### src/rtl/sbpa_pkg.sv
// Package for the sized buffer pool allocator.
// Holds port widths, request and status codes, the controller states and the
// control and flag structs passed between the controller and the slot cells.
package sbpa_pkg;

  localparam int unsigned MAX_SLOTS_DEF = 64;
  localparam int unsigned CAP_WIDTH_DEF = 16;

  localparam int unsigned REQ_TYPE_W  = 2;
  localparam int unsigned SIZE_W      = 16;
  localparam int unsigned HANDLE_W    = 6;
  localparam int unsigned STATUS_W    = 2;
  localparam int unsigned COUNT_W     = 7;
  localparam int unsigned CFG_INDEX_W = 2;
  localparam int unsigned CFG_DATA_W  = 16;

  typedef enum logic [REQ_TYPE_W-1:0] {
    REQ_ACQUIRE = 2'd0,
    REQ_RELEASE = 2'd1,
    REQ_QUERY   = 2'd2,
    REQ_NOP     = 2'd3
  } req_type_e;

  typedef enum logic [STATUS_W-1:0] {
    ST_OK        = 2'd0,
    ST_ZERO_SIZE = 2'd1,
    ST_POOL_FULL = 2'd2,
    ST_UNKNOWN   = 2'd3
  } status_e;

  typedef enum logic [CFG_INDEX_W-1:0] {
    CFG_INIT_COUNT = 2'd0,
    CFG_INIT_CAP   = 2'd1
  } cfg_reg_e;

  typedef enum logic [1:0] {
    FSM_IDLE,
    FSM_FILL,
    FSM_EVAL,
    FSM_COMMIT
  } fsm_state_e;

  typedef enum logic [2:0] {
    CELL_HOLD,
    CELL_EVAL,
    CELL_FILL,
    CELL_GRANT,
    CELL_INSERT,
    CELL_RELEASE
  } cell_op_e;

  // Command to one cell: the broadcast operation and the cell's own grant select.
  typedef struct packed {
    cell_op_e op;
    logic     sel;
  } cell_ctl_t;

  // Flags one cell reports: its busy mark and the predicates latched in evaluation.
  typedef struct packed {
    logic busy;
    logic fit;
    logic gt;
    logic hit;
  } cell_flags_t;

endpackage

### src/rtl/sbpa_cell.sv
// One slot cell of the sized buffer pool allocator chain.
// Holds a capacity, a handle and a busy mark, and shifts from its left neighbor
// on insert. Depends on sbpa_pkg.
module sbpa_cell #(
  parameter int unsigned INDEX     = 0,
  parameter int unsigned CAP_WIDTH = sbpa_pkg::CAP_WIDTH_DEF,
  parameter int unsigned ID_W      = 6,
  parameter int unsigned CNT_W     = 7
) (
  input  logic                         clk_i,
  input  logic                         rst_ni,
  input  sbpa_pkg::cell_ctl_t          ctl_i,
  input  logic [CNT_W-1:0]             count_i,
  input  logic [CAP_WIDTH-1:0]         size_i,
  input  logic [sbpa_pkg::HANDLE_W-1:0] handle_i,
  input  logic [CAP_WIDTH-1:0]         fill_cap_i,
  input  logic [ID_W-1:0]              new_id_i,
  input  logic [CAP_WIDTH-1:0]         prev_cap_i,
  input  logic [ID_W-1:0]              prev_id_i,
  input  logic                         prev_busy_i,
  input  logic                         prev_gt_i,
  input  logic                         prev_valid_i,
  output logic [CAP_WIDTH-1:0]         cap_o,
  output logic [ID_W-1:0]              id_o,
  output logic                         valid_o,
  output sbpa_pkg::cell_flags_t        flags_o
);
  import sbpa_pkg::*;

  localparam int unsigned CMP_W = (ID_W > HANDLE_W) ? ID_W : HANDLE_W;

  logic [CAP_WIDTH-1:0] cap_q, cap_d;
  logic [ID_W-1:0]      id_q, id_d;
  logic                 busy_q, busy_d;
  logic                 fit_q, fit_d;
  logic                 gt_q, gt_d;
  logic                 hit_q, hit_d;
  logic                 valid;
  logic                 insert_here;

  assign valid = CNT_W'(INDEX) < count_i;

  // The table is sorted, so the cells greater than the request form a run that
  // reaches the end of the valid slots; the new slot goes where that run starts.
  assign insert_here = !prev_gt_i && (gt_q || (!valid && prev_valid_i));

  always_comb begin
    cap_d  = cap_q;
    id_d   = id_q;
    busy_d = busy_q;
    fit_d  = fit_q;
    gt_d   = gt_q;
    hit_d  = hit_q;
    unique case (ctl_i.op)
      CELL_HOLD: begin
      end
      CELL_EVAL: begin
        fit_d = valid && !busy_q && (cap_q >= size_i);
        gt_d  = valid && (cap_q > size_i);
        hit_d = valid && (CMP_W'(id_q) == CMP_W'(handle_i));
      end
      CELL_FILL: begin
        cap_d  = fill_cap_i;
        id_d   = ID_W'(INDEX);
        busy_d = 1'b0;
      end
      CELL_GRANT: begin
        if (ctl_i.sel) begin
          busy_d = 1'b1;
        end
      end
      CELL_INSERT: begin
        if (prev_gt_i) begin
          cap_d  = prev_cap_i;
          id_d   = prev_id_i;
          busy_d = prev_busy_i;
        end else if (insert_here) begin
          cap_d  = size_i;
          id_d   = new_id_i;
          busy_d = 1'b1;
        end
      end
      CELL_RELEASE: begin
        if (hit_q) begin
          busy_d = 1'b0;
        end
      end
      default: begin
      end
    endcase
  end

  always_ff @(posedge clk_i) begin
    cap_q <= cap_d;
    id_q  <= id_d;
  end

  always_ff @(posedge clk_i or negedge rst_ni) begin
    if (!rst_ni) begin
      busy_q <= 1'b0;
      fit_q  <= 1'b0;
      gt_q   <= 1'b0;
      hit_q  <= 1'b0;
    end else begin
      busy_q <= busy_d;
      fit_q  <= fit_d;
      gt_q   <= gt_d;
      hit_q  <= hit_d;
    end
  end

  assign cap_o   = cap_q;
  assign id_o    = id_q;
  assign valid_o = valid;
  assign flags_o = '{busy: busy_q, fit: fit_q, gt: gt_q, hit: hit_q};

endmodule
### config.mk
export PLATFORM = sky130hd
export DESIGN_NAME = sbpa_cell
export DESIGN_NICKNAME = d
export VERILOG_FILES = /design/src/rtl/sbpa_pkg.sv /design/src/rtl/sbpa_cell.sv
export SDC_FILE = /design/constraint.sdc
export NUM_CORES = 1
export LEC_CHECK = 0
export ABC_AREA = 1
export BUFFER_PORTS_ARGS = -buffer_cell sky130_fd_sc_hd__buf_2
export CORE_UTILIZATION = 46
export CTS_BUF_LIST = sky130_fd_sc_hd__clkbuf_8
export CTS_CLUSTER_DIAMETER = 40
export CTS_CLUSTER_SIZE = 24
export DETAILED_ROUTE_END_ITERATION = 8
export PLACE_DENSITY = 0.93
export SLEW_MARGIN = 15
export SYNTH_ARGS = -nofsm -noshare
export SYNTH_HDL_FRONTEND = slang
export SYNTH_SLANG_ARGS = --single-unit
### constraint.sdc
create_clock -name clk_i -period 2.5 [get_ports clk_i]
set_input_delay 0.125 -clock clk_i [delete_from_list [all_inputs] [get_ports clk_i]]
set_output_delay 0.125 -clock clk_i [all_outputs]
set_load 0.01 [all_outputs]
==> reports/qor.txt <==
Sequential cell area fraction in the yosys report - 0.4000
Remaining Overflow, GRT - 0
H-tree levels - 1
WS Path Type - flip-flop to flip-flop
Syn nets - 348
Via Count - 2010
Slew @ Worst Pin - 1.150 ns
Synth-to-Final Area Change - 32.57%
Slew Limit Headroom - 0.2335
Fin. max-slew vios - 0
Skew final - 0.002959 ns
Clock Tree Buf Depth - 2
GRT Overall Usage - 0.2188
Placed wire-length estimate - 3.728 mm
Die Span X - 66.30 µm
Share of layout cells above drive strength 1 - 0.3371
Die Area - 4396 µm²
Setup slack, reg-to-reg - 0.96 ns
Endpoints failing hold - 0
Postcts setup bufs - 0
Area post-placement - 2440 µm²
Largest cells by area after synthesis - edfxtp_1 35%, nand2_1 15%, ha_1 11%, inv_1 6.1%, nor2_1 6.1%
Rows - 23
Total of max-cap violations - 0
DRC violations left - 0
Worst hold path type - input pin to async pin
Initial antenna violation count - 0
Iteration count of the initial detailed-routing pass - 4
Post-place setup slack - 0.6854 ns
Antenna Cells - 0
Unrepaired setup endpoints after global routing - no
Final GP Congestion - 0.7944
Largest area contributor in the netlist - edfxtp_1
Clk Tree Root Cell - clkbuf_8
Commonest cells in the netlist - 78 x nand2_1, 31 x inv_1, 31 x nor2_1
Ports - 109
Cell area after synthesis - 1902 µm²
WP data arrival - 1.76 ns
Synth warnings - 0
Crit path launch type - flip-flop
Setup violations, final - 0
Area share of the largest cell type after synthesis - 0.3474
Max VDD drop - 308.5 µV
Dominant synthesized flop cell - edfxtp_1
Worst hold slack - 0.1877 ns
Post-Route WL - 4.700 mm
Core area - 3971 µm²
Synth cell types - 24
Clk_lat worst skew - 0.27 ns
Port bufs - 108
First-pass GRT wire length - 7.389 mm
Initial Util - 0.4789
Run status - finished, final reports clean
Num CTS Buffers - 3
Die height - 66.30 µm
CTS tree - yes
Clk pin slew, worst setup/hold paths - 0.09 ns
Layout fillers - 354
WP data required - 2.72 ns
Nets - 452
Footprint of the multi-input gates - 948.4 µm²
Synth Area per Inst - 7.607 µm²
Largest net degree at the start of global routing - 36
Endpoint class of the critical path - flip-flop
Post-synth EDFFs - 22
Setup TNS Final - 0 ns
P per Cell Area - 454.0 nW/µm²
FF/Latch Area - 760.7 µm²
Leak - 1.332 nW
Yosys reg bits - 26
CP Max Fanout - 2
First-iteration detailed-routing DRC count - 83
Vias per inst - 4.988
Final worst slack - 0.9556 ns
Post-synthesis async set-or-reset flop share - 0.1538
Final period util - 0.6178
Count leader, synth - nand2_1
Sink Count - 26
Number of hold buffers added after CTS - 1
Core Util, Final - 0.6348
Antenna Nets Post-Route - 0
Fin crit period - 1.544 ns
Fmax - 0.6475 GHz
Post-CTS Resized - 0
Routed length per instance - 11.66 µm
Vias in the first global route - 1802
Fin area - 2521 µm²
Synthesized instance count - 250
## power by group
| part | total [mW] | leakage (nW) | switching, mW | internal (mW) |
|---|---|---|---|---|
| logic | 0.271 | 1.04 | 0.149 | 0.122 |
| registers | 0.521 | 0.259 | 0.0164 | 0.504 |
| clock network | 0.353 | 0.0357 | 0.138 | 0.214 |
| total | 1.14 | 1.33 | 0.304 | 0.840 |
## cell type report
type | instances | area share
well taps | 50 | 0.02481
inverters | 32 | 0.04764
clock buffers | 3 | 0.01638
flip-flops and latches | 26 | 0.3017
clock inverters | 1 | 0.01191
multi-input cells | 181 | 0.3762
repair buffers | 110 | 0.2213
## worst max-delay path, cell delays in order (launching register included)
cell and delay, ns:
edfxtp_1 0.41, ha_1 0.31, nand2_1 0.05, inv_1 0.06, nand3_1 0.07, nor3_1 0.24, nand2_1 0.11, nand3_1 0.10
nand2_1 0.06, nand2_1 0.05
## cells by family after synthesis
group | share of synthesized area
compound gates | 0.1066
xor+xnor | 0.01842
fa+ha+maj | 0.1053
buf+inv | 0.1033
flops | 0.4000
simple gates | 0.2664
## per-stage QoR
stage / power [mW] / cells
detailed placement: 0.8013 / 398
CTS: 1.151 / 403
finish: 1.145 / 403
global placement: 0.7888 / 398
global route: 1.207 / 403
floorplan: 0.6877 / 250
## cells in the final DEF, fill, tap and decap left out
cell | Yosys | final
nor3b_1 | 2 | 2
inv_1 | 31 | 31
o21ai_1 | 4 | 4
buf_4 | 4 | 1
buf_2 | 4 | 108
a31oi_1 | 16 | 16
clkbuf_8 | 0 | 3
a21o_1 | 1 | 1
o21ai_0 | 3 | 2
nand2_1 | 78 | 78
nor2_2 | 2 | 2
nand3b_1 | 1 | 1
nor3_1 | 2 | 2
bufinv_16 | 0 | 1
o21ai_2 | 0 | 1
nand2_2 | 1 | 1
inv_2 | 1 | 1
dlygate4sd3_1 | 0 | 1
nor2_1 | 31 | 31
nand3_1 | 7 | 7
ha_1 | 16 | 16
dfrtp_1 | 4 | 4
nor2_4 | 1 | 1
a21oi_1 | 12 | 12
edfxtp_1 | 22 | 22
xor2_1 | 4 | 4
## flip-flops by register name, indices dropped and copies added (netlist names)
signal and count:
gt_q 1, id_o 6, hit_q 1, fit_q 1, busy_q 1, cap_o 16
## per-layer routing
metal  GRT usage  vias up  wire length, µm
li1            -     1018                -
met1      0.2562      909             1928
met2      0.4133       77             2478
met3     0.01897        6              236
met4     0.07181        0               57
met5           0        -                0
## worst paths after layout
kind,from,cells past startpoint,endpoint
setup / recovery,cap_o[11],9,fit_q
hold / removal,rst_ni,2,fit_q
setup reg to reg,cap_o[11],9,fit_q
hold reg to reg,fit_q,2,fit_q
max in group asynchronous,rst_ni,2,busy_q
min in group clk_i,new_id_i[2],3,id_o[2]
Power figures use the tool's default switching activity.
